### src/rtl/core/lapbw_pkg.sv
// ----------------------------------------------------------------------------
// lapbw_pkg: shared types and constants of the border-weighted laplacian
// Field widths, register codes and the control structs that travel between
// the sequencer, the channel lanes and the output merge.
// ----------------------------------------------------------------------------
package lapbw_pkg;

    localparam int PIX_W        = 8;
    localparam int RES_W        = 11;
    localparam int IO_CH        = 3;
    localparam int IN_TDATA_W   = 24;
    localparam int OUT_TDATA_W  = 40;
    localparam int CFG_IDX_W    = 2;
    localparam int CFG_DATA_W   = 13;
    localparam int WIDTH_REG_W  = 11;
    localparam int HEIGHT_REG_W = 13;
    localparam int CHAN_REG_W   = 2;
    localparam int ROW_W        = 12;
    localparam int MAX_HEIGHT   = 4096;
    localparam int NACT_W       = 3;
    localparam int FIFO_DEPTH   = 4;
    localparam int FIFO_CNT_W   = 3;
    localparam int FIFO_PTR_W   = 2;

    localparam logic [WIDTH_REG_W-1:0]  WIDTH_RESET  = 11'd640;
    localparam logic [HEIGHT_REG_W-1:0] HEIGHT_RESET = 13'd480;
    localparam logic [CHAN_REG_W-1:0]   CHAN_RESET   = 2'd1;

    typedef enum logic [CFG_IDX_W-1:0] {
        REG_FRAME_WIDTH   = 2'd0,
        REG_FRAME_HEIGHT  = 2'd1,
        REG_CHANNEL_COUNT = 2'd2
    } cfg_idx_t;

    typedef enum logic {
        CMD_PIXEL = 1'b0,
        CMD_FLUSH = 1'b1
    } cmd_t;

    // one window shift; write marks a real pixel that updates the line buffers
    typedef struct packed {
        logic valid;
        logic write;
    } step_t;

    // which 4-neighbours of the centre lie inside the image
    typedef struct packed {
        logic up;
        logic down;
        logic left;
        logic right;
    } nbr_t;

    typedef struct packed {
        logic res;
        logic fend;
        nbr_t nbr;
    } tag_t;

    typedef struct packed {
        logic                        fend;
        logic [IO_CH-1:0][RES_W-1:0] chan;
    } out_t;

endpackage

### src/rtl/core/lapbw_merge.sv
// ----------------------------------------------------------------------------
// lapbw_merge: lane merge and output queue
// Masks inactive channels, joins the lane results with the frame end flag
// and buffers them in a small queue that drives the result stream.
// ----------------------------------------------------------------------------
module lapbw_merge #(
    parameter int LANES = 3
) (
    input  logic                                   aclk,
    input  logic                                   aresetn,
    input  logic                                   b_res,
    input  lapbw_pkg::tag_t                        c_tag,
    input  logic signed [lapbw_pkg::RES_W-1:0]     lane_res [LANES],
    input  logic [lapbw_pkg::NACT_W-1:0]           nact,
    output logic                                   in_room,
    output logic                                   m_tvalid,
    input  logic                                   m_tready,
    output logic [lapbw_pkg::OUT_TDATA_W-1:0]      m_tdata,
    output logic                                   m_tlast
);
    import lapbw_pkg::*;

    logic [FIFO_CNT_W-1:0]       count_reg, count_next;
    logic [FIFO_PTR_W-1:0]       wr_ptr_reg, rd_ptr_reg;
    out_t                        fifo_mem [FIFO_DEPTH];
    logic [IO_CH-1:0][RES_W-1:0] chan_val;
    out_t                        head;
    logic                        push, pop;
    logic [FIFO_CNT_W-1:0]       booked;

    for (genvar k = 0; k < IO_CH; k++) begin : g_chan
        if (k < LANES) begin : g_lane
            assign chan_val[k] = (NACT_W'(k) < nact) ? lane_res[k] : '0;
        end else begin : g_none
            assign chan_val[k] = '0;
        end
    end

    // queued plus in-flight results; a new transaction needs one free slot
    assign booked   = count_reg + FIFO_CNT_W'(b_res) + FIFO_CNT_W'(c_tag.res);
    assign in_room  = booked < FIFO_CNT_W'(FIFO_DEPTH);

    assign push       = c_tag.res;
    assign pop        = m_tvalid && m_tready;
    assign count_next = count_reg + FIFO_CNT_W'(push) - FIFO_CNT_W'(pop);

    always_ff @(posedge aclk) begin
        if (push) begin
            fifo_mem[wr_ptr_reg].fend <= c_tag.fend;
            fifo_mem[wr_ptr_reg].chan <= chan_val;
        end
    end

    always_ff @(posedge aclk) begin
        if (!aresetn) begin
            count_reg  <= '0;
            wr_ptr_reg <= '0;
            rd_ptr_reg <= '0;
        end else begin
            count_reg <= count_next;
            if (push) begin
                wr_ptr_reg <= wr_ptr_reg + FIFO_PTR_W'(1);
            end
            if (pop) begin
                rd_ptr_reg <= rd_ptr_reg + FIFO_PTR_W'(1);
            end
        end
    end

    assign head     = fifo_mem[rd_ptr_reg];
    assign m_tvalid = count_reg != '0;
    assign m_tdata  = OUT_TDATA_W'(head.chan);
    assign m_tlast  = head.fend;

    a_booked_limit: assert property (@(posedge aclk) disable iff (!aresetn)
        booked <= FIFO_CNT_W'(FIFO_DEPTH))
        else $error("more results in flight than queue slots");

    a_no_overflow: assert property (@(posedge aclk) disable iff (!aresetn)
        push |-> (count_reg < FIFO_CNT_W'(FIFO_DEPTH)) || pop)
        else $error("result written into a full queue");

endmodule

### config.mk
export PLATFORM = sky130hd
export DESIGN_NAME = lapbw_merge
export DESIGN_NICKNAME = d
export VERILOG_FILES = /design/src/rtl/core/lapbw_pkg.sv /design/src/rtl/core/lapbw_merge.sv
export SDC_FILE = /design/constraint.sdc
export NUM_CORES = 1
export LEC_CHECK = 0
export ABC_AREA = 1
export BUFFER_PORTS_ARGS = -buffer_cell sky130_fd_sc_hd__buf_2
export CORE_MARGIN = 2
export CORE_UTILIZATION = 48
export CTS_BUF_LIST = sky130_fd_sc_hd__clkbuf_4
export DETAILED_ROUTE_END_ITERATION = 8
export GPL_ROUTABILITY_DRIVEN = 1
export PLACE_DENSITY = 0.76
export SYNTH_ARGS = -nofsm -noshare
export SYNTH_HDL_FRONTEND = slang
export SYNTH_SLANG_ARGS = --single-unit
### constraint.sdc
create_clock -name aclk -period 1.7 [get_ports aclk]
set_clock_uncertainty 0.1 [all_clocks]
set_input_delay 0.085 -clock aclk [delete_from_list [all_inputs] [get_ports aclk]]
set_output_delay 0.085 -clock aclk [all_outputs]
set_load 0.02 [all_outputs]
==> results_dict.tcl, run 1 <==
set metrics [dict create \
    yosys.area_share.simple_pct 8.641 \
    drt_iter0_drc 354 \
    dp_hpwl_um 7384 \
    wirelength_um 15070 \
    hp-class "primary input to flip-flop" \
    clockRootBuffer "clkbuf_4" \
    synth_most_common_cell "edfxtp_1" \
    regToRegSetupSlack_ns -0.08 \
    vias 4248 \
    synth_cell_type_count 24 \
    grt_util_all_layers_pct 20.49 \
    worstPathArrival_ns 1.78 \
    ant_nets 0 \
    worst_slack_ns -0.2622 \
    die_area_sq_um 13550 \
    htreeDepth 4 \
    syn_inst 474 \
    yosys-top-cells-count "136 x edfxtp_1, 88 x nor2_1, 66 x o21ai_0" \
    cts_inserted_buffers 17 \
    antenna_found_initial 0 \
    drc 0 \
    fillers 787 \
    antenna_cells 0 \
    floorplan.initialDensity_pct 48.67 \
    setup_violations 37 \
    ys_seq_elements 145 \
    die_x_um 116.4 \
    grt_pass1_wl_um 20310 \
    viasPerCell 5.206 \
    fin_tns_setup_ns -7.195 \
    clock_latency_ns 0.53 \
    rsz0062_at_grt "true" \
    crit_fanout 8 \
    synth_top_area_share_pct 67.31 \
    nNetsFinal 685 \
    ys_warn_count 0 \
    cts_tree "yes" \
    first_pass_iters 5 \
    p_leak_nw 3.289 \
    hold_viol_final 0 \
    overflow 0 \
    synth_edf_count 136 \
    synthTopCellsByArea "edfxtp_1 67%, nor2_1 5.4%, o21ai_0 5.4%, o22ai_2 4.1%, inv_1 3.0%" \
    synth-xor-area-share_pct 0 \
    rows 41 \
    violations "negative setup slack" \
    syn_area_sq_um 6067 \
    grt_max_degree 26 \
    largest_reg_flops 136 \
    critPathSlowestCell "dfxtp_4" \
    place.gp.congestion 0.7861 \
    p_per_area_nw_per_um2 1344 \
    multi_input_area_sq_um 1763 \
    clockBufferDepth 2 \
    clock-sinks 145 \
    critical_path_class "flip-flop to output pin" \
    min_period_ns 1.962 \
    synth_top_family_by_area "compound AO/OA/AOI/OAI gates" \
    cp_cell_sequence "buf_12 > clkinv_16 > clkbuf_16 > o21ai_2 > o22ai_1 > buf_4" \
    dp_slack_ns -0.1887 \
    cp-end-kind "output pin" \
    top_layer "met4" \
    max_stage_delay_ns 0.41 \
    synthArstFlopShare_pct 0 \
    max_cap_viol_count 0 \
    synth_compound_area_share_pct 12.13 \
    core_area_sq_um 12470 \
    clkSlewWorstSetupHoldPaths_ns 0.12 \
    irDropWorstVdd_uv 852.4 \
    wl_per_cell_um 18.47 \
    fmax_ghz 0.5096 \
    ys.flop_type "edfxtp_1" \
    yosysSeqAreaShare_pct 70.28 \
    yosysTopAreaCell "edfxtp_1" \
    syn_avg_cell_area_sq_um 12.80 \
    m1WireLength_um 5867 \
    syn2layout_area_growth_pct 40.75 \
    io_pins 89 \
    whs_ns 0.09934 \
    crit_required_ns 1.51 \
    dieHeight_um 116.4 \
    drive_gt1_share_pct 41.30 \
    yosys-mux-area-fraction_pct 0 \
    drv_slew 0 \
    seqCellArea_sq_um 4275 \
    dpl_cell_area_sq_um 6706 \
    synthAdderAreaFrac_pct 1.774 \
    postLayoutCoreUtil_pct 68.50 \
    design_area_sq_um 8539 \
    wl_met3_um 982 \
    portBuffers 77 \
    finalCritPeriodShare_pct 115.4 \
    critPathLaunchType "flip-flop" \
    status "finished, violations left" \
    wl_met2_um 7799 \
    first_global_vias 4025 \
]
-- through the flow --
| stage | power (mW) | cells |
|---|---|---|
| after floorplan | 6.161 | 480 |
| after global placement | 6.840 | 721 |
| after detailed placement | 6.931 | 721 |
| after CTS | 10.46 | 801 |
| after global routing | 11.93 | 816 |
| final | 11.48 | 816 |
-- critical path, delay by kind of cell, from the launching register on --
kind	cells	cell delay (ns)
DFF	1	0.41
buffers and inverters	4	0.60
AOI/OAI and AO/OA	2	0.23
-- timing repair --
item / CTS / global route
endpoints found under the setup margin: 37 / 48
cloned: 4 / 9
pin swaps: 9 / 14
buffers inserted: 6 / 6
gates resized for setup: 117 / 93
hold endpoints to repair: 145 / 0
hold buffers: 38 / 0
-- power by group --
part | leakage, nW | internal (mW) | switching [mW]
registers | 1.34 | 4.14 | 0.113
clock network | 0.189 | 1.48 | 1.21
logic | 1.76 | 2.13 | 2.41
total | 3.29 | 7.75 | 3.73
-- area by class of cell --
class | count | share of cell area, %
Inverter | 51 | 2.711
Timing Repair Buffer | 162 | 19.59
Clock buffer | 18 | 1.582
Clock inverter | 14 | 2.755
Tap cell | 172 | 2.520
Multi-Input combinational cell | 253 | 20.64
Timing Repair inverter | 1 | 0.1319
Sequential cell | 145 | 50.07
-- logic make-up after synthesis --
logic type,Yosys count
AO/OA/AOI/OAI,113
adder cells (fa/ha/maj),8
buffers and inverters,82
flip-flops,145
other,1
AND/OR/NAND/NOR,125
-- final timing paths --
check        depth (start not counted)                    endpoint                       start
min                                  4    fifo_mem[3][5]$_DFFE_PP_                     nact[1]
max                                  6                  m_tdata[1]                   flip-flop
min reg2reg                          2  rd_ptr_reg[0]$_SDFFE_PN0P_  rd_ptr_reg[0]$_SDFFE_PN0P_
max reg2reg                          8     count_reg[1]$_SDFF_PN0_     count_reg[1]$_SDFF_PN0_
-- per-layer routing --
| metal | vias up | GRT usage [%] |
|---|---|---|
| met1 | 2052 | 24.10 |
| met3 | 36 | 5.034 |
| li1 | 1966 | - |
| met5 | - | 0 |
| met4 | 0 | 9.524 |
| met2 | 194 | 35.54 |
-- layout by cell type (no fill, tap or decap), types with 2 or more instances in the layout --
master,instances
nand2_1,13
buf_12,11
o21ai_0,20
o22ai_1,10
inv_2,3
buf_6,29
clkinvlp_4,6
dfxtp_2,3
dlygate4sd3_1,38
dfxtp_4,2
ha_1,5
dfxtp_1,4
buf_4,25
buf_2,46
o21ai_2,15
nor2_2,28
conb_1,7
o21ai_1,21
inv_1,42
nor2_4,6
edfxtp_1,136
buf_16,5
o21ai_4,15
inv_6,2
nor2_1,74
o22ai_2,24
bufinv_16,6
clkbuf_16,7
clkbuf_4,18
clkinv_2,3
a21oi_1,5
ha_4,2
Note: power is estimated with default switching activity, not from simulation.
==> run 2, diff against run 1 <==
- CTS_BUF_LIST: sky130_fd_sc_hd__clkbuf_4 -> sky130_fd_sc_hd__clkbuf_16
==> run 2 against run 1 <==
  * The flow still finishes with violations (negative setup slack)
  * Final area is 3.6% higher
  * Cell count shrank 0.25%
  * Critical path depth unchanged
  * Fmax is 6.0% higher
  * Via count grew 1.4%
  * Count of clock-buffer cells in the layout is 1 lower
  * Clock power rose by 55%
  * Worst hold slack better by 0.042 ns
  * Utilization grew 2.5 points
==> results_dict.tcl, run 2 (synthesis gave the netlist of run 1 again) <==
set metrics [dict create \
    status "finished, violations left" \
    violations "negative setup slack" \
    clock-sinks 145 \
    die_x_um 116.4 \
    p_per_area_nw_per_um2 1466 \
    grt_pass1_wl_um 21210 \
    dieHeight_um 116.4 \
    drt_iter0_drc 380 \
    critPathLaunchType "flip-flop" \
    wirelength_um 15660 \
    floorplan.initialDensity_pct 48.67 \
    rsz0062_at_grt "true" \
    place.gp.congestion 0.7861 \
    final_cell_mix "136 x edfxtp_1, 75 x nor2_1, 43 x inv_1, 43 x buf_2, 37 x dlygate4sd3_1" \
    rows 41 \
    clockRootBuffer "clkbuf_16" \
    clockBufferDepth 2 \
    nNetsFinal 683 \
    critical_path_class "flip-flop to output pin" \
    p_sw_mw 3.945 \
    postLayoutCoreUtil_pct 71.00 \
    crit_required_ns 1.51 \
    regToRegSetupSlack_ns -0.07 \
    setup_violations 36 \
    p_comb_share_pct 35.0 \
    cts_inserted_buffers 17 \
    clock_latency_ns 0.41 \
    fin_tns_setup_ns -2.904 \
    seq_power_share_pct 32.9 \
    r2r_end "count_reg[2]$_SDFF_PN0_" \
    layout_commonest_cell "edfxtp_1" \
    viasPerCell 5.292 \
    hp-class "primary input to flip-flop" \
    min_period_ns 1.852 \
    crit_fanout 8 \
    fmax_ghz 0.5401 \
    timing.rr.start "count_reg[1]$_SDFF_PN0_" \
    p_sw_share_pct 30.40 \
    p_total_mw 12.98 \
    hold_viol_final 0 \
    first_pass_iters 4 \
    syn2layout_area_growth_pct 45.89 \
    cp-end-kind "output pin" \
    intPower_mw 9.034 \
    wl_per_cell_um 19.23 \
    finalCritPeriodShare_pct 108.9 \
    htreeDepth 4 \
    grt_util_all_layers_pct 21.35 \
    hold_path.startpoint "nact[0]" \
    vias 4308 \
    portBuffers 77 \
    cts_tree "yes" \
    io_pins 89 \
    dp_hpwl_um 7384 \
    drive_gt1_share_pct 42.37 \
    first_global_vias 4114 \
    grt_max_degree 26 \
    dp.cells 721 \
    irDropWorstVdd_uv 945.2 \
    reg2regPathDepth 9 \
    ant_nets 0 \
    die_area_sq_um 13550 \
    fin_cells 814 \
    worstPathArrival_ns 1.67 \
    overflow 0 \
    min_to "fifo_mem[3][5]$_DFFE_PP_" \
    antenna_found_initial 0 \
    pwr-share-clk_pct 32.1 \
    drc 0 \
    p_leak_nw 3.429 \
    largest_reg_flops 136 \
    worst_slack_ns -0.1516 \
    clkSlewWorstSetupHoldPaths_ns 0.06 \
    antenna_cells 0 \
    max_cap_viol_count 0 \
    hold_depth 3 \
    whs_ns 0.1410 \
    drv_slew 0 \
    fillers 758 \
    core_area_sq_um 12470 \
]
run 2: changes by cell type in the layout (fill, tap and decap cells not counted), moves of 4 or more:
cell	change
o22ai_1	-4
buf_6	+5
clkbuf_4	-18
clkbuf_16	+17
o22ai_2	+4
o21ai_2	+8
o21ai_1	-6
run 2: timing repair:
| action | 4_1_cts | 5_1_grt |
|---|---|---|
| setup endpoints to repair | 36 | 37 |
| endpoints found under the hold margin | 145 | 0 |
| gates resized for setup | 104 | 127 |
| hold buffers | 37 | 0 |
| gates cloned | 6 | 9 |
| setup buffers | 6 | 4 |
| pin swaps | 11 | 22 |
run 2: worst max-delay path by stage:
| stage | depth (start not counted) | slack, ns | from | endpoint |
|---|---|---|---|---|
| 3_3_place_gp | 9 | -0.07 | count_reg[1]$_SDFF_PN0_ | count_reg[2]$_SDFF_PN0_ |
| 6_report | 6 | -0.15 | flip-flop | m_tdata[1] |
| 4_1_cts | 8 | -0.09 | count_reg[1]$_SDFF_PN0_ | count_reg[1]$_SDFF_PN0_ |
| 5_1_grt | 6 | -0.21 | flip-flop | m_tdata[0] |
| 3_5_place_dp | 9 | -0.19 | count_reg[0]$_SDFF_PN0_ | count_reg[2]$_SDFF_PN0_ |
| 2_1_floorplan | 9 | -0.03 | count_reg[1]$_SDFF_PN0_ | count_reg[2]$_SDFF_PN0_ |
run 2: final cells by class:
cell class	instances	area [sq um]	area share [%]
Timing Repair Buffer	160	1659	18.74
Timing Repair inverter	1	16.27	0.1838
Clock buffer	17	425.4	4.806
Inverter	51	236.5	2.672
Tap cell	172	215.2	2.431
Multi-Input combinational cell	253	1784	20.16
Clock inverter	15	239.0	2.700
Sequential cell	145	4275	48.30
run 2: power groups by stage:
stage / logic, mW / clock network (mW) / registers (mW)
final: 4.55 / 4.16 / 4.27
after global routing: 4.82 / 4.34 / 4.29
after CTS: 3.50 / 4.16 / 4.26
after detailed placement: 2.65 / 0 / 4.28
after global placement: 2.57 / 0 / 4.27
after floorplan: 1.90 / 0 / 4.26
run 2: metal layers:
layer | track usage (%) | vias up | share of wire [%]
met1 | 25.32 | 2085 | 37
met2 | 37.09 | 211 | 53
met3 | 4.515 | 55 | 6.3
met4 | 10.48 | 0 | 3.6
met5 | 0 | - | 0
li1 | - | 1957 | -
run 2: per-stage QoR:
step,setup slack [ns],cell area (sq um)
floorplan,-0.03158,6105
global placement,-0.07033,6706
detailed placement,-0.1887,6706
CTS,-0.09196,8168
global route,-0.2121,8851
finish,-0.1516,8851
run 2: critical path, cell delays in order (launching register included):
cell,delay [ns]
dfxtp_4,0.41
buf_12,0.17
clkinv_16,0.08
clkbuf_16,0.18
o21ai_2,0.16
o22ai_1,0.09
buf_4,0.16
==> run 3, diff against run 2 <==
- CELL_PAD_IN_SITES_DETAIL_PLACEMENT: not set -> 1
- CELL_PAD_IN_SITES_GLOBAL_PLACEMENT: not set -> 2
- CORE_UTILIZATION: 48 -> 35
- PLACE_DENSITY: 0.76 -> 0.8
==> run 3 against run 2 <==
  * The run still ends with negative setup slack left
  * Combinational power fell by 14%
  * Setup slack improved by 0.078 ns
  * Critical path type is now flip-flop to flip-flop
  * Largest cell class unchanged
  * Final area fell by 5.3%
  * Count of clock-buffer cells in the layout did not move
  * Critical endpoint is now count_reg[1]$_SDFF_PN0_
==> results_dict.tcl, run 3 (synthesis gave the netlist of run 1 again) <==
set metrics [dict create \
    antenna_cells 0 \
    clock-sinks 145 \
    hp-class "primary input to flip-flop" \
    min_period_ns 1.773 \
    clkSlewWorstSetupHoldPaths_ns 0.06 \
    dp_hpwl_um 8788 \
    crit_fanout 2 \
    grtUsageMet1_pct 20.29 \
    p_leak_nw 3.209 \
    postLayoutCoreUtil_pct 48.95 \
    cp-startpoint "count_reg[1]$_SDFF_PN0_" \
    p_sw_mw 3.742 \
    worst_slack_ns -0.07345 \
    largest_reg_flops 136 \
    cts_inserted_buffers 17 \
    cts_tree "yes" \
    htreeDepth 4 \
    syn2layout_area_growth_pct 38.11 \
    worstPathArrival_ns 1.98 \
    rows 48 \
    setup_violations 20 \
    clockBufferDepth 2 \
    hold_path.startpoint "m_tready" \
    cp-end-kind "flip-flop" \
    antenna_found_initial 0 \
    drv_slew 0 \
    clock_latency_ns 0.41 \
    first_pass_iters 4 \
    p_per_area_nw_per_um2 1402 \
    first_global_vias 4478 \
    io_pins 89 \
    grt_max_degree 27 \
    intPower_mw 8.009 \
    overflow 0 \
    pwr-share-clk_pct 30.5 \
    layout_commonest_cell "edfxtp_1" \
    p_total_mw 11.75 \
    finalCritPeriodShare_pct 104.3 \
    seq_power_share_pct 36.4 \
    dieHeight_um 135.7 \
    viasPerCell 4.800 \
    violations "negative setup slack" \
    die_area_sq_um 18400 \
    wirelength_um 15720 \
    floorplan.initialDensity_pct 35.45 \
    nNetsFinal 668 \
    irDropWorstVdd_uv 702.4 \
    fin_cells 852 \
    grt_pass1_wl_um 24120 \
    place.gp.congestion 0.7529 \
    drive_gt1_share_pct 38.60 \
    drc 0 \
    wl_per_cell_um 18.45 \
    fin_tns_setup_ns -0.4153 \
    die_x_um 135.7 \
    timing.rr.start "count_reg[1]$_SDFF_PN0_" \
    top_usage_layer "met2" \
    critPathLaunchType "flip-flop" \
    grtUsageMet3_pct 3.853 \
    vias 4090 \
    gr-usage-met2_pct 31.90 \
    dp.cells 772 \
    portBuffers 77 \
    status "finished, violations left" \
    p_comb_share_pct 33.2 \
    crit_required_ns 1.91 \
    core_area_sq_um 17120 \
    p_sw_share_pct 31.84 \
    drt_iter0_drc 130 \
    critical_path_class "flip-flop to flip-flop" \
    clockRootBuffer "clkbuf_16" \
    fmax_ghz 0.5639 \
    max_cap_viol_count 0 \
    ant_nets 0 \
    hold_viol_final 0 \
    rsz0062_at_grt "true" \
    final_cell_mix "136 x edfxtp_1, 74 x nor2_1, 44 x inv_1, 43 x buf_2, 37 x dlygate4sd3_1" \
    grt_util_all_layers_pct 17.78 \
]
==> run 3: changes by cell type in the layout (fill, tap and decap cells not counted), sizes merged <==
cell,delta
buf,-9
bufinv,-4
clkinv,+2
inv,+1
clkbuf,-5
==> run 3: cell type report <==
class                   count  area, sq um
fillers                  1748         8737
inverters                  51        217.7
multi-input cells         253         1655
well taps                 225        281.5
clock buffers              17        425.4
clock inverters            15        143.9
repair buffers            146         1380
flip-flops and latches    145         4275
==> run 3: final timing paths <==
path / end / slack [ns] / cells after the start
max: count_reg[1]$_SDFF_PN0_ / -0.07 / 8
min: flip-flop / 0.05 / 6
max reg2reg: count_reg[1]$_SDFF_PN0_ / -0.07 / 8
min reg2reg: rd_ptr_reg[0]$_SDFFE_PN0P_ / 0.43 / 2
==> run 3: critical path, cell delays in order (launching register included) <==
cell and delay, ns:
dfxtp_2 0.33, nor2_4 0.11, a21boi_2 0.06, ha_1 0.26, inv_1 0.06, ha_2 0.16
inv_2 0.04, fa_2 0.51, nor2_1 0.04
==> run 3: power by group through the flow <==
stage / Sequential (mW) / Clock (mW) / Combinational (mW)
floorplan: 4.26 / 0 / 1.90
global placement: 4.28 / 0 / 2.64
detailed placement: 4.29 / 0 / 2.74
CTS: 4.27 / 3.64 / 3.48
global route: 4.30 / 3.79 / 4.18
finish: 4.28 / 3.58 / 3.90
==> run 3: routing by layer <==
layer  wire, um  up-vias
met3        495       21
li1           -     1934
met2       8515       83
met5          0        -
met4        264        0
met1       6441     2052
==> run 3: per-stage QoR <==
step,hold slack (ns),instance area [sq um],setup WS (ns)
final,0.04685,8379,-0.07345
after global routing,0.06477,8379,-0.1348
after CTS,0.01374,8092,-0.1011
after detailed placement,0.2071,6770,-0.1181
after global placement,0.1961,6770,-0.07071
after floorplan,0.08263,6105,-0.03158
==> run 3: what timing repair did <==
action,4_1_cts,5_1_grt
pin swaps,12,9
gates cloned,4,2
hold endpoints to repair,145,0
setup buffers,3,2
hold buffers,37,0
setup endpoints to repair,37,37
resized for setup,101,82
