===== config.mk =====
export PLATFORM = sky130hd
export DESIGN_NAME = lapbw_ctrl
export DESIGN_NICKNAME = d
export VERILOG_FILES = /design/src/rtl/core/lapbw_pkg.sv /design/src/rtl/core/lapbw_ctrl.sv
export SDC_FILE = /design/constraint.sdc
export NUM_CORES = 1
export LEC_CHECK = 0
export BUFFER_PORTS_ARGS = -buffer_cell sky130_fd_sc_hd__buf_2
export CAP_MARGIN = 0
export CORE_MARGIN = 1.5
export CORE_UTILIZATION = 60
export DETAILED_ROUTE_END_ITERATION = 8
export PLACE_DENSITY_LB_ADDON = 0.12
export REMOVE_ABC_BUFFERS = 1
export SLEW_MARGIN = 20
export SYNTH_ARGS = -nofsm -noshare
export SYNTH_HDL_FRONTEND = slang
export SYNTH_SLANG_ARGS = --single-unit

===== constraint.sdc =====
create_clock -name aclk -period 9.4 [get_ports aclk]
set_clock_uncertainty 0.2 [all_clocks]
set_input_delay 2.82 -clock aclk [delete_from_list [all_inputs] [get_ports aclk]]
set_output_delay 2.82 -clock aclk [all_outputs]
set_load 0.01 [all_outputs]

===== src/rtl/core/lapbw_pkg.sv =====
// ----------------------------------------------------------------------------
// lapbw_pkg: shared types and constants of the border-weighted laplacian
// Field widths, register codes and the control structs that travel between
// the sequencer, the channel lanes and the output merge.
// ----------------------------------------------------------------------------
package lapbw_pkg;

    localparam int PIX_W        = 8;
    localparam int RES_W        = 11;
    localparam int IO_CH        = 3;
    localparam int IN_TDATA_W   = 24;
    localparam int OUT_TDATA_W  = 40;
    localparam int CFG_IDX_W    = 2;
    localparam int CFG_DATA_W   = 13;
    localparam int WIDTH_REG_W  = 11;
    localparam int HEIGHT_REG_W = 13;
    localparam int CHAN_REG_W   = 2;
    localparam int ROW_W        = 12;
    localparam int MAX_HEIGHT   = 4096;
    localparam int NACT_W       = 3;
    localparam int FIFO_DEPTH   = 4;
    localparam int FIFO_CNT_W   = 3;
    localparam int FIFO_PTR_W   = 2;

    localparam logic [WIDTH_REG_W-1:0]  WIDTH_RESET  = 11'd640;
    localparam logic [HEIGHT_REG_W-1:0] HEIGHT_RESET = 13'd480;
    localparam logic [CHAN_REG_W-1:0]   CHAN_RESET   = 2'd1;

    typedef enum logic [CFG_IDX_W-1:0] {
        REG_FRAME_WIDTH   = 2'd0,
        REG_FRAME_HEIGHT  = 2'd1,
        REG_CHANNEL_COUNT = 2'd2
    } cfg_idx_t;

    typedef enum logic {
        CMD_PIXEL = 1'b0,
        CMD_FLUSH = 1'b1
    } cmd_t;

    // one window shift; write marks a real pixel that updates the line buffers
    typedef struct packed {
        logic valid;
        logic write;
    } step_t;

    // which 4-neighbours of the centre lie inside the image
    typedef struct packed {
        logic up;
        logic down;
        logic left;
        logic right;
    } nbr_t;

    typedef struct packed {
        logic res;
        logic fend;
        nbr_t nbr;
    } tag_t;

    typedef struct packed {
        logic                        fend;
        logic [IO_CH-1:0][RES_W-1:0] chan;
    } out_t;

endpackage


===== src/rtl/core/lapbw_ctrl.sv =====
// ----------------------------------------------------------------------------
// lapbw_ctrl: frame position sequencer
// Holds the configuration registers and the pixel and flush positions, and
// decides for each transaction the line buffer access and border flags.
// ----------------------------------------------------------------------------
module lapbw_ctrl #(
    parameter int MAX_WIDTH    = 1024,
    parameter int MAX_CHANNELS = 3
) (
    input  logic                                 aclk,
    input  logic                                 aresetn,
    input  logic                                 cfg_valid,
    output logic                                 cfg_ready,
    input  logic [lapbw_pkg::CFG_IDX_W-1:0]      cfg_index,
    input  logic [lapbw_pkg::CFG_DATA_W-1:0]     cfg_data,
    input  logic                                 in_accept,
    input  lapbw_pkg::cmd_t                      in_cmd,
    output lapbw_pkg::step_t                     a_step,
    output logic [$clog2(MAX_WIDTH)-1:0]         a_addr,
    output lapbw_pkg::step_t                     b_step,
    output logic                                 b_res,
    output lapbw_pkg::tag_t                      c_tag,
    output logic [lapbw_pkg::NACT_W-1:0]         nact
);
    import lapbw_pkg::*;

    localparam int AW = $clog2(MAX_WIDTH);
    localparam int FW = $clog2(MAX_WIDTH + 1);

    logic [WIDTH_REG_W-1:0]  width_reg, width_next;
    logic [HEIGHT_REG_W-1:0] height_reg, height_next;
    logic [CHAN_REG_W-1:0]   chan_reg, chan_next;
    logic [AW-1:0]           col_reg, col_next;
    logic [ROW_W-1:0]        row_reg, row_next;
    logic                    flush_act_reg, flush_act_next;
    logic [FW-1:0]           flush_col_reg, flush_col_next;
    step_t                   b_step_reg;
    tag_t                    b_tag_reg, c_tag_reg, a_tag;

    logic [FW-1:0]           eff_w;
    logic [HEIGHT_REG_W-1:0] eff_h;
    logic [FW-1:0]           col_inc;
    logic [HEIGHT_REG_W-1:0] row_inc;
    logic                    restart;

    assign cfg_ready = 1'b1;

    always_comb begin
        if (width_reg < WIDTH_REG_W'(2)) begin
            eff_w = FW'(2);
        end else if (32'(width_reg) > MAX_WIDTH) begin
            eff_w = FW'(MAX_WIDTH);
        end else begin
            eff_w = FW'(width_reg);
        end
        if (height_reg < HEIGHT_REG_W'(2)) begin
            eff_h = HEIGHT_REG_W'(2);
        end else if (32'(height_reg) > MAX_HEIGHT) begin
            eff_h = HEIGHT_REG_W'(MAX_HEIGHT);
        end else begin
            eff_h = height_reg;
        end
        if (chan_reg == '0) begin
            nact = NACT_W'(1);
        end else if (32'(chan_reg) > MAX_CHANNELS) begin
            nact = NACT_W'(MAX_CHANNELS);
        end else begin
            nact = NACT_W'(chan_reg);
        end
    end

    assign col_inc = FW'(col_reg) + FW'(1);
    assign row_inc = HEIGHT_REG_W'(row_reg) + HEIGHT_REG_W'(1);

    always_comb begin
        width_next     = width_reg;
        height_next    = height_reg;
        chan_next      = chan_reg;
        col_next       = col_reg;
        row_next       = row_reg;
        flush_act_next = flush_act_reg;
        flush_col_next = flush_col_reg;
        a_step         = '0;
        a_tag          = '0;
        a_addr         = col_reg;
        restart        = 1'b0;

        if (in_accept) begin
            case (in_cmd)
                CMD_PIXEL: begin
                    a_step.valid   = 1'b1;
                    a_step.write   = 1'b1;
                    flush_act_next = 1'b0;
                    if (col_reg == '0 && row_reg >= ROW_W'(2)) begin
                        // right-edge pixel two rows up, finished by the row wrap
                        a_tag.res       = 1'b1;
                        a_tag.nbr.up    = row_reg >= ROW_W'(3);
                        a_tag.nbr.down  = 1'b1;
                        a_tag.nbr.left  = 1'b1;
                        a_tag.nbr.right = 1'b0;
                    end else if (row_reg >= ROW_W'(1) && col_reg >= AW'(1)) begin
                        a_tag.res       = 1'b1;
                        a_tag.nbr.up    = row_reg >= ROW_W'(2);
                        a_tag.nbr.down  = 1'b1;
                        a_tag.nbr.left  = col_reg >= AW'(2);
                        a_tag.nbr.right = 1'b1;
                    end
                    if (col_inc == eff_w) begin
                        col_next = '0;
                        if (row_inc == eff_h) begin
                            row_next       = '0;
                            flush_act_next = 1'b1;
                            flush_col_next = '0;
                        end else begin
                            row_next = row_inc[ROW_W-1:0];
                        end
                    end else begin
                        col_next = col_inc[AW-1:0];
                    end
                end
                CMD_FLUSH: begin
                    if (flush_act_reg) begin
                        a_step.valid = 1'b1;
                        a_addr       = flush_col_reg[AW-1:0];
                        a_tag.res    = 1'b1;
                        if (flush_col_reg == '0) begin
                            a_tag.nbr.up    = eff_h >= HEIGHT_REG_W'(3);
                            a_tag.nbr.down  = 1'b1;
                            a_tag.nbr.left  = 1'b1;
                            a_tag.nbr.right = 1'b0;
                        end else if (flush_col_reg == eff_w) begin
                            // bottom-right corner closes the frame
                            a_tag.nbr.up    = 1'b1;
                            a_tag.nbr.down  = 1'b0;
                            a_tag.nbr.left  = 1'b1;
                            a_tag.nbr.right = 1'b0;
                            a_tag.fend      = 1'b1;
                            flush_act_next  = 1'b0;
                        end else begin
                            a_tag.nbr.up    = 1'b1;
                            a_tag.nbr.down  = 1'b0;
                            a_tag.nbr.left  = flush_col_reg >= FW'(2);
                            a_tag.nbr.right = 1'b1;
                        end
                        flush_col_next = flush_col_reg + FW'(1);
                    end
                end
                default: ;
            endcase
        end

        if (cfg_valid && cfg_ready) begin
            case (cfg_idx_t'(cfg_index))
                REG_FRAME_WIDTH: begin
                    width_next = cfg_data[WIDTH_REG_W-1:0];
                    restart    = 1'b1;
                end
                REG_FRAME_HEIGHT: begin
                    height_next = cfg_data[HEIGHT_REG_W-1:0];
                    restart     = 1'b1;
                end
                REG_CHANNEL_COUNT: begin
                    chan_next = cfg_data[CHAN_REG_W-1:0];
                    restart   = 1'b1;
                end
                default: ;
            endcase
        end

        if (restart) begin
            col_next       = '0;
            row_next       = '0;
            flush_act_next = 1'b0;
        end
    end

    always_ff @(posedge aclk) begin
        if (!aresetn) begin
            width_reg     <= WIDTH_RESET;
            height_reg    <= HEIGHT_RESET;
            chan_reg      <= CHAN_RESET;
            col_reg       <= '0;
            row_reg       <= '0;
            flush_act_reg <= 1'b0;
            flush_col_reg <= '0;
            b_step_reg    <= '0;
            b_tag_reg     <= '0;
            c_tag_reg     <= '0;
        end else begin
            width_reg     <= width_next;
            height_reg    <= height_next;
            chan_reg      <= chan_next;
            col_reg       <= col_next;
            row_reg       <= row_next;
            flush_act_reg <= flush_act_next;
            flush_col_reg <= flush_col_next;
            b_step_reg    <= a_step;
            b_tag_reg     <= a_tag;
            c_tag_reg     <= b_tag_reg;
        end
    end

    assign b_step = b_step_reg;
    assign b_res  = b_tag_reg.res;
    assign c_tag  = c_tag_reg;

    a_col_range: assert property (@(posedge aclk) disable iff (!aresetn)
        FW'(col_reg) < eff_w)
        else $error("column position beyond frame width");

    a_row_range: assert property (@(posedge aclk) disable iff (!aresetn)
        HEIGHT_REG_W'(row_reg) < eff_h)
        else $error("row position beyond frame height");

    a_flush_range: assert property (@(posedge aclk) disable iff (!aresetn)
        flush_act_reg |-> flush_col_reg <= eff_w)
        else $error("flush column ran past the last result");

endmodule


==> reports/metrics.cfg, run 1 <==
[drt]
via_count = 4819
dr.pass1.iters = 5
drt-initial-drc-count = 313
remaining_drc_errors = 0
final_antenna_net_count = 0
detail_route.wl_per_cell_um = 17.8
vias_per_cell = 6.41
drt-total-wl_mm = 13.4

[clock_network]
cts_buffers = 9
cts_root_buffer = clkbuf_8
clk_latency_ns = 0.37
ctsResizeCount = 0
clk_pin_slew_ns = 0.10
cts_hold_buf = 0
ctsHtreeMaxLevel = 3
cts_setup_buffers = 0
clockBufferDepth = 2
clock_sinks = 74
cts_tree = done

[synthesis]
synth.cell_area_mm2 = 0.00485
synth_top_family_by_area = simple AND/OR/NAND/NOR gates
ys_types = 75
synth_warnings = 0
synthCells = 643
synthMuxAreaShare_pct = 1.29
ys_seq_area_share_pct = 30.5
syn_area_per_cell_um2 = 7.55
synth-simple-area-share_pct = 30.4
synth-xor-area-share_pct = 5.82
yosys.area_share.adder_pct = 3.09
synth_edf_count = 0
synth-compound-area-share_pct = 22.2
synth_flop_cell = dfxtp_1
ys_async_sr_fraction_pct = 0
ys_ff_latch = 74

[floorplan]
start_util_pct = 62.5
dieArea_mm2 = 0.00864
core_mm2 = 0.00777
row_count = 32
die_w_um = 93.0
ios = 45
dieHeight_um = 93.0

[cells_and_area]
utilization_pct = 66.8
largest_reg_flops = 13
fill_cells = 688
drive_gt1_share_pct = 11.5
syn2layout_area_growth_pct = 6.80
num_antenna_cells = 0
nets = 677

[pwr]
pwr-share-clk_pct = 41.8
switching_share_pct = 28.5
finalPower_mw = 0.652
p_sw_mw = 0.186
p_leak_nw = 1.85
peakVddDrop_mv = 0.0641
combPwrFrac_pct = 8.0
power_density_mw_per_mm2 = 126
internal_power_mw = 0.466
p_seq_share_pct = 50.2

[sta]
max_freq_mhz = 133
grt_setup_unrepaired = no
layout_min_cycle_time_ns = 7.53
fin_crit_sh_pct = 80.1
relSlewSlack_pct = 39.1
finalSetupViolCount = 0
worst_slack_ns = 1.87
fin_setup_tns_ns = 0
finalHoldViolCount = 0
slew_viol_final = 0
worst_slew_pin_slew_ns = 0.912

[grt]
grt_use_total_pct = 31.2
first_global_vias = 4317
antenna_found_initial = 0
grt_max_degree = 51
overflow = 0
grt_pass1_wl_mm = 21.4

[worst_setup_path]
cp-start-kind = input pin
worstPathRequired_ns = 6.38
crit_buf_inv = 3
max_stage_delay_ns = 0.65
crit_top_cell = buf_2
cp-end-kind = primary output
critPathTopFamily = buffers and inverters
cp_cell_sequence = buf_2, nand2b_1, clkinv_1, buf_2
arrival_ns = 4.51
critPathMaxFanout = 20
crit_slowest_cell = nand2b_1
critPathKind = input pin to primary output

[run_status]
outcome = finished, final reports clean

[placed_design]
place_hpwl_mm = 9.43
place_worst_setup_slack_ns = 1.91
numPortBuffers = 42
gp_congestion = 0.937

[run]
drv_cap = 0

[worst_hold_path]
hold_path.class = register to register

## cell type report
cell class / count / area (um2) / share of cell area, %
Multi-Input combinational cell: 492 / 3060 / 59.0
Sequential cell: 74 / 1480 / 28.6
Timing Repair Buffer: 43 / 218 / 4.20
Tap cell: 102 / 128 / 2.46
Clock buffer: 9 / 124 / 2.39
Inverter: 25 / 93.8 / 1.81
Clock inverter: 7 / 83.8 / 1.62
## cells in the final DEF (no fill, tap or decap), types with 4 or more instances in the layout
cell,synthesis,routed
o2111ai_1,8,8
a21boi_0,20,20
nor3_1,14,14
nor4_1,10,10
nand4_1,11,11
nand3b_1,4,4
a2bb2oi_1,10,10
inv_1,24,24
xnor2_1,22,22
nand2b_1,12,12
ha_1,12,12
clkbuf_8,0,9
a22oi_1,4,4
dfxtp_1,74,74
and3_1,6,6
o21ai_0,30,30
nand3_1,29,29
and2_1,9,9
a31oi_1,14,14
o211ai_1,4,4
or3_1,10,10
nor2_1,34,34
buf_2,4,42
or2_2,4,4
nand2_1,111,111
mux2i_1,4,4
a21oi_1,30,30
xor2_1,5,5
nor2b_1,11,11
## through the flow
stage	hold slack, ns	instance area [um2]	instances
after floorplan	0.212	4630	591
after global placement	0.214	4980	736
after detailed placement	0.230	4980	736
after CTS	0.240	5180	752
after global routing	0.255	5180	752
final	0.231	5180	752
## worst paths after layout
kind                               to  cells after the start                     from  slack (ns)
max                         a_step[0]                      4                   in_cmd        1.87
min               c_tag[0]$_SDFF_PN0_                      1  b_tag_reg[0]$_SDFF_PN0_        0.23
max reg2reg  row_reg[10]$_SDFFE_PP0P_                      8  col_reg[2]$_SDFFE_PP0P_        5.49
min reg2reg       c_tag[0]$_SDFF_PN0_                      1  b_tag_reg[0]$_SDFF_PN0_        0.23
## synthesized netlist by cell type, drive strengths merged (3+ instances only)
cell type	n	share of area (%)
a31oi	14	1.8
dfxtp	74	31
or3	10	1.3
nor3	14	1.4
buf	10	1.3
or3b	3	0.54
o211ai	4	0.62
a22oi	4	0.62
a21boi	21	3.2
a21oi	30	3.1
nor2b	11	1.4
nand3	29	3.0
nor4	12	2.2
inv	24	1.9
and4	3	0.54
and2	9	1.2
nor3b	3	0.46
a2111oi	3	0.54
ha	12	3.1
clkbuf	42	3.2
o21ai	31	3.2
nand2	111	8.6
xor2	5	0.90
or2	5	0.64
nand3b	4	0.62
nor2	35	2.9
and3	6	0.77
a2bb2oi	10	1.8
nand2b	12	1.5
nand4	11	1.4
o2111ai	8	1.4
xnor2	22	4.0
mux2i	4	0.82
or4	6	1.2
## routing by layer
metal	up-vias	routed length (um)	track usage, %
met1	2258	5570	40.1
met2	230	6430	52.5
li1	2286	-	-
met5	-	0	0
met3	45	1060	5.50
met4	0	362	10.4
## kinds of logic after synthesis
group,Yosys count
other,2
xor gates and xnor gates,29
and+or+nand+nor,288
adders and majority gates,12
AOI/OAI and AO/OA,155
buffers and inverters,77
muxes,6
DFF,74
## power by group through the flow
stage | registers (mW) | logic [mW] | clock network, mW
after floorplan | 0.331 | 0.0329 | 0
after global placement | 0.333 | 0.0499 | 0
after detailed placement | 0.334 | 0.0515 | 0
after CTS | 0.326 | 0.0518 | 0.273
after global routing | 0.328 | 0.0572 | 0.284
final | 0.327 | 0.0524 | 0.272
Power figures use the tool's default switching activity.
==> inputs of run 2 (changes only) <==
==> constraint.sdc (replaced) <==
create_clock -name aclk -period 7.35 [get_ports aclk]
set_clock_uncertainty 0.2 [all_clocks]
set_input_delay 2.205 -clock aclk [delete_from_list [all_inputs] [get_ports aclk]]
set_output_delay 2.205 -clock aclk [all_outputs]
set_load 0.01 [all_outputs]
==> reports/metrics.cfg, run 2 (same netlist as run 1, synthesis figures left out) <==
[run_status]
outcome = finished, final reports clean

[sta]
finalSetupViolCount = 0
fin_setup_tns_ns = 0
relSlewSlack_pct = 38.7
max_freq_mhz = 166
finalHoldViolCount = 0
grt_setup_unrepaired = no
layout_min_cycle_time_ns = 6.03
worst_slew_pin_slew_ns = 0.918
slew_viol_final = 0
fin_crit_sh_pct = 82.0
worst_slack_ns = 1.32

[cells_and_area]
multi_input_area_mm2 = 0.00306
largest_reg_flops = 13
final_cell_mix = nand2_1 (111), dfxtp_1 (74), buf_2 (42)
drive_gt1_share_pct = 11.7
syn2layout_area_growth_pct = 6.96
fill_cells = 717
nets = 678
utilization_pct = 66.8
num_antenna_cells = 0
regArea_mm2 = 0.00148
final_common_cell = nand2_1

[drt]
final_antenna_net_count = 0
via_count = 4765
drt-total-wl_mm = 13.0
vias_per_cell = 6.33
remaining_drc_errors = 0
detail_route.wl_per_cell_um = 17.3
drt-initial-drc-count = 298
dr.pass1.iters = 5

[placed_design]
numPortBuffers = 42
place_worst_setup_slack_ns = 1.33
gp_congestion = 0.935
place_hpwl_mm = 9.22

[floorplan]
dieArea_mm2 = 0.00864
start_util_pct = 62.5
ios = 45
core_mm2 = 0.00777
dieHeight_um = 93.0
die_w_um = 93.0
row_count = 32

[pwr]
internal_power_mw = 0.597
switching_share_pct = 28.1
p_sw_mw = 0.233
combPwrFrac_pct = 8.1
p_seq_share_pct = 50.4
pwr-share-clk_pct = 41.5
peakVddDrop_mv = 0.115
p_leak_nw = 1.85
power_density_mw_per_mm2 = 160

[clock_network]
cts_root_buffer = clkbuf_8
cts_buffers = 9
clock_sinks = 74
cts_hold_buf = 0
clockBufferDepth = 2
cts_setup_buffers = 0
clk_latency_ns = 0.37
ctsResizeCount = 0
ctsHtreeMaxLevel = 3
cts_tree = done
clk_pin_slew_ns = 0.09

[worst_hold_path]
hold_path.class = register to register

[worst_setup_path]
arrival_ns = 3.63
critPathMaxFanout = 17
critPathKind = input pin to primary output
cp-end-kind = primary output
cp-start-kind = input pin
worstPathRequired_ns = 4.95

[grt]
antenna_found_initial = 0
grt_pass1_wl_mm = 21.1
overflow = 0
first_global_vias = 4373
grt_use_total_pct = 30.9
grt_max_degree = 51

[run]
drv_cap = 0

## run 2: cell count changes in the layout (fill, tap and decap cells not counted)
cell,change
buf_4,+1
## run 2: routing by layer
metal  GRT usage [%]  wire length [um]  vias up
met2            50.5              6170      208
met4            12.1               240        0
li1                -                 -     2290
met1            40.0              5670     2242
met5               0                 0        -
met3            5.83               936       25
## run 2: per-stage QoR
stage | cell area, um2 | std cells | power [mW] | hold WS, ns
after floorplan | 4630 | 591 | 0.465 | 0.212
after global placement | 4980 | 737 | 0.491 | 0.221
after detailed placement | 4980 | 737 | 0.493 | 0.224
after CTS | 5190 | 753 | 0.831 | 0.237
after global routing | 5190 | 753 | 0.858 | 0.255
final | 5190 | 753 | 0.829 | 0.233
## run 2: path summary, 6_finish.rpt
| kind | from | end | slack [ns] | cells past startpoint |
|---|---|---|---|---|
| max | in_cmd | a_addr[5] | 1.32 | 5 |
| min reg2reg | b_tag_reg[2]$_SDFF_PN0_ | c_tag[2]$_SDFF_PN0_ | 0.23 | 1 |
| max reg2reg | col_reg[2]$_SDFFE_PP0P_ | row_reg[2]$_SDFFE_PP0P_ | 3.43 | 8 |
| min | b_tag_reg[2]$_SDFF_PN0_ | c_tag[2]$_SDFF_PN0_ | 0.23 | 1 |
## run 2: power by group through the flow
| stage | sequential, mW | clock (mW) | combinational, mW |
|---|---|---|---|
| after detailed placement | 0.427 | 0 | 0.0661 |
| after global routing | 0.419 | 0.365 | 0.0743 |
| after global placement | 0.427 | 0 | 0.0645 |
| after CTS | 0.417 | 0.347 | 0.0667 |
| after floorplan | 0.423 | 0 | 0.0421 |
| final | 0.418 | 0.344 | 0.0674 |
## run 2: worst max-delay path: stages
cell	delay (ns)
buf_2	0.19
a21boi_1	0.40
nand2_1	0.38
o21ai_0	0.27
buf_2	0.16
## run 2: layout make-up
| type | instances | share of cell area [%] |
|---|---|---|
| multi-input cells | 492 | 58.9 |
| inverters | 25 | 1.81 |
| clock buffers | 9 | 2.39 |
| clock inverters | 7 | 1.61 |
| repair buffers | 44 | 4.34 |
| flip-flops and latches | 74 | 28.5 |
| well taps | 102 | 2.46 |
==> inputs of run 3 (changes only) <==
--- a/config.mk
+++ b/config.mk
@@ -8,7 +8,7 @@
 export BUFFER_PORTS_ARGS = -buffer_cell sky130_fd_sc_hd__buf_2
 export CAP_MARGIN = 0
 export CORE_MARGIN = 1.5
-export CORE_UTILIZATION = 60
+export CORE_UTILIZATION = 54
 export DETAILED_ROUTE_END_ITERATION = 8
 export PLACE_DENSITY_LB_ADDON = 0.12
 export REMOVE_ABC_BUFFERS = 1
==> constraint.sdc (replaced) <==
create_clock -name aclk -period 5.34 [get_ports aclk]
set_clock_uncertainty 0.2 [all_clocks]
set_input_delay 1.602 -clock aclk [delete_from_list [all_inputs] [get_ports aclk]]
set_output_delay 1.602 -clock aclk [all_outputs]
set_load 0.01 [all_outputs]
==> reports/metrics.cfg, run 3 (same netlist as run 1, synthesis figures left out) <==
[grt]
grt_pass1_wl_mm = 21.5
antenna_found_initial = 0
grt_use_total_pct = 27.8
first_global_vias = 4295
grt_max_degree = 51
overflow = 0

[cells_and_area]
final_common_cell = nand2_1
nets = 680
utilization_pct = 59.8
drive_gt1_share_pct = 11.9
num_antenna_cells = 0
syn2layout_area_growth_pct = 7.40
final_cell_mix = nand2_1 (111), dfxtp_1 (74), buf_2 (42)
final_cells = 761
design_area_mm2 = 0.00521
largest_reg_flops = 13

[sta]
fin_setup_tns_ns = 0
finalHoldViolCount = 0
finalSetupViolCount = 0
hold_ws_ns = 0.233
slew_viol_final = 0
worst_slew_pin_slew_ns = 0.978
grt_setup_unrepaired = no
fin_crit_sh_pct = 87.8
relSlewSlack_pct = 34.6
max_freq_mhz = 213
layout_min_cycle_time_ns = 4.69

[placed_design]
dpl.cell_count = 745
place_hpwl_mm = 9.29
placed_area_mm2 = 0.00501
numPortBuffers = 42
gp_congestion = 0.873

[worst_setup_path]
worstPathRequired_ns = 3.54
arrival_ns = 2.89
cp-start-kind = input pin
cp-end-kind = primary output
r2r_setup_slack_ns = 1.52
critPathKind = input pin to primary output
r2r_cells = 8
crit-reg2reg-launch = col_reg[2]$_SDFFE_PP0P_
critPathMaxFanout = 17
reg2reg_to = row_reg[2]$_SDFFE_PP0P_

[clock_network]
clockBufferDepth = 2
cts_setup_buffers = 0
cts_root_buffer = clkbuf_8
cts_hold_buf = 0
ctsHtreeMaxLevel = 3
ctsResizeCount = 0
clk_latency_ns = 0.37
clock_sinks = 74
cts_tree = done
cts_buffers = 9
clk_pin_slew_ns = 0.09

[run]
drv_cap = 0

[worst_hold_path]
hold_path_depth = 1
hold_path_end = c_tag[3]$_SDFF_PN0_
hp-start = b_tag_reg[3]$_SDFF_PN0_
hold_path.class = register to register

[pwr]
peakVddDrop_mv = 0.0920
power_density_mw_per_mm2 = 219
p_leak_nw = 1.86

[run_status]
outcome = finished, final reports clean

[floorplan]
die_w_um = 97.8
dieHeight_um = 97.8
core_mm2 = 0.00872
dieArea_mm2 = 0.00957
start_util_pct = 55.7
ios = 45
row_count = 34

[drt]
dr.pass1.iters = 5
remaining_drc_errors = 0
final_antenna_net_count = 0
vias_per_cell = 6.16
drt-total-wl_mm = 13.0
drt-initial-drc-count = 295
via_count = 4690
detail_route.wl_per_cell_um = 17.1

==> run 3: stage by stage <==
stage	setup WS (ns)	power [mW]
floorplan	0.866	0.640
global placement	0.773	0.678
detailed placement	0.676	0.680
CTS	0.658	1.15
global route	0.537	1.18
finish	0.652	1.14
==> run 3: worst max path at each step <==
stage | start | to | slack [ns] | cells past startpoint
2_1_floorplan | in_accept | a_addr[5] | 0.87 | 3
3_3_place_gp | in_cmd | a_addr[5] | 0.77 | 7
3_5_place_dp | in_cmd | a_addr[5] | 0.68 | 6
4_1_cts | in_cmd | a_addr[5] | 0.66 | 6
5_1_grt | in_cmd | a_addr[5] | 0.54 | 6
6_report | in_cmd | a_addr[5] | 0.65 | 6
==> run 3: worst max-delay path, cell delays in order <==
cell      delay [ns]
buf_2           0.20
a21boi_1        0.17
buf_4           0.15
nand2_1         0.27
o21ai_0         0.31
buf_2           0.18
==> run 3: area by class of cell <==
| type | count | area [um2] |
|---|---|---|
| fillers | 805 | 3510 |
| repair buffers | 46 | 240 |
| multi-input cells | 492 | 3060 |
| clock buffers | 9 | 124 |
| flip-flops and latches | 74 | 1480 |
| clock inverters | 7 | 82.6 |
| inverters | 25 | 93.8 |
| well taps | 108 | 135 |
==> run 3: power breakdown <==
part           leakage (nW)  internal, mW  switching, mW
combinational          1.16        0.0368         0.0559
clock                0.0988         0.224          0.247
sequential            0.599         0.560         0.0155
==> run 3: metal layers <==
| layer | wire (um) | global-route usage [%] | part of all wire, % | vias to the layer above |
|---|---|---|---|---|
| met1 | 5620 | 37.9 | 43 | 2171 |
| met2 | 6120 | 43.9 | 47 | 189 |
| met3 | 975 | 6.23 | 7.5 | 28 |
| li1 | - | - | - | 2302 |
| met5 | 0 | 0 | 0 | - |
| met4 | 267 | 8.46 | 2.1 | 0 |
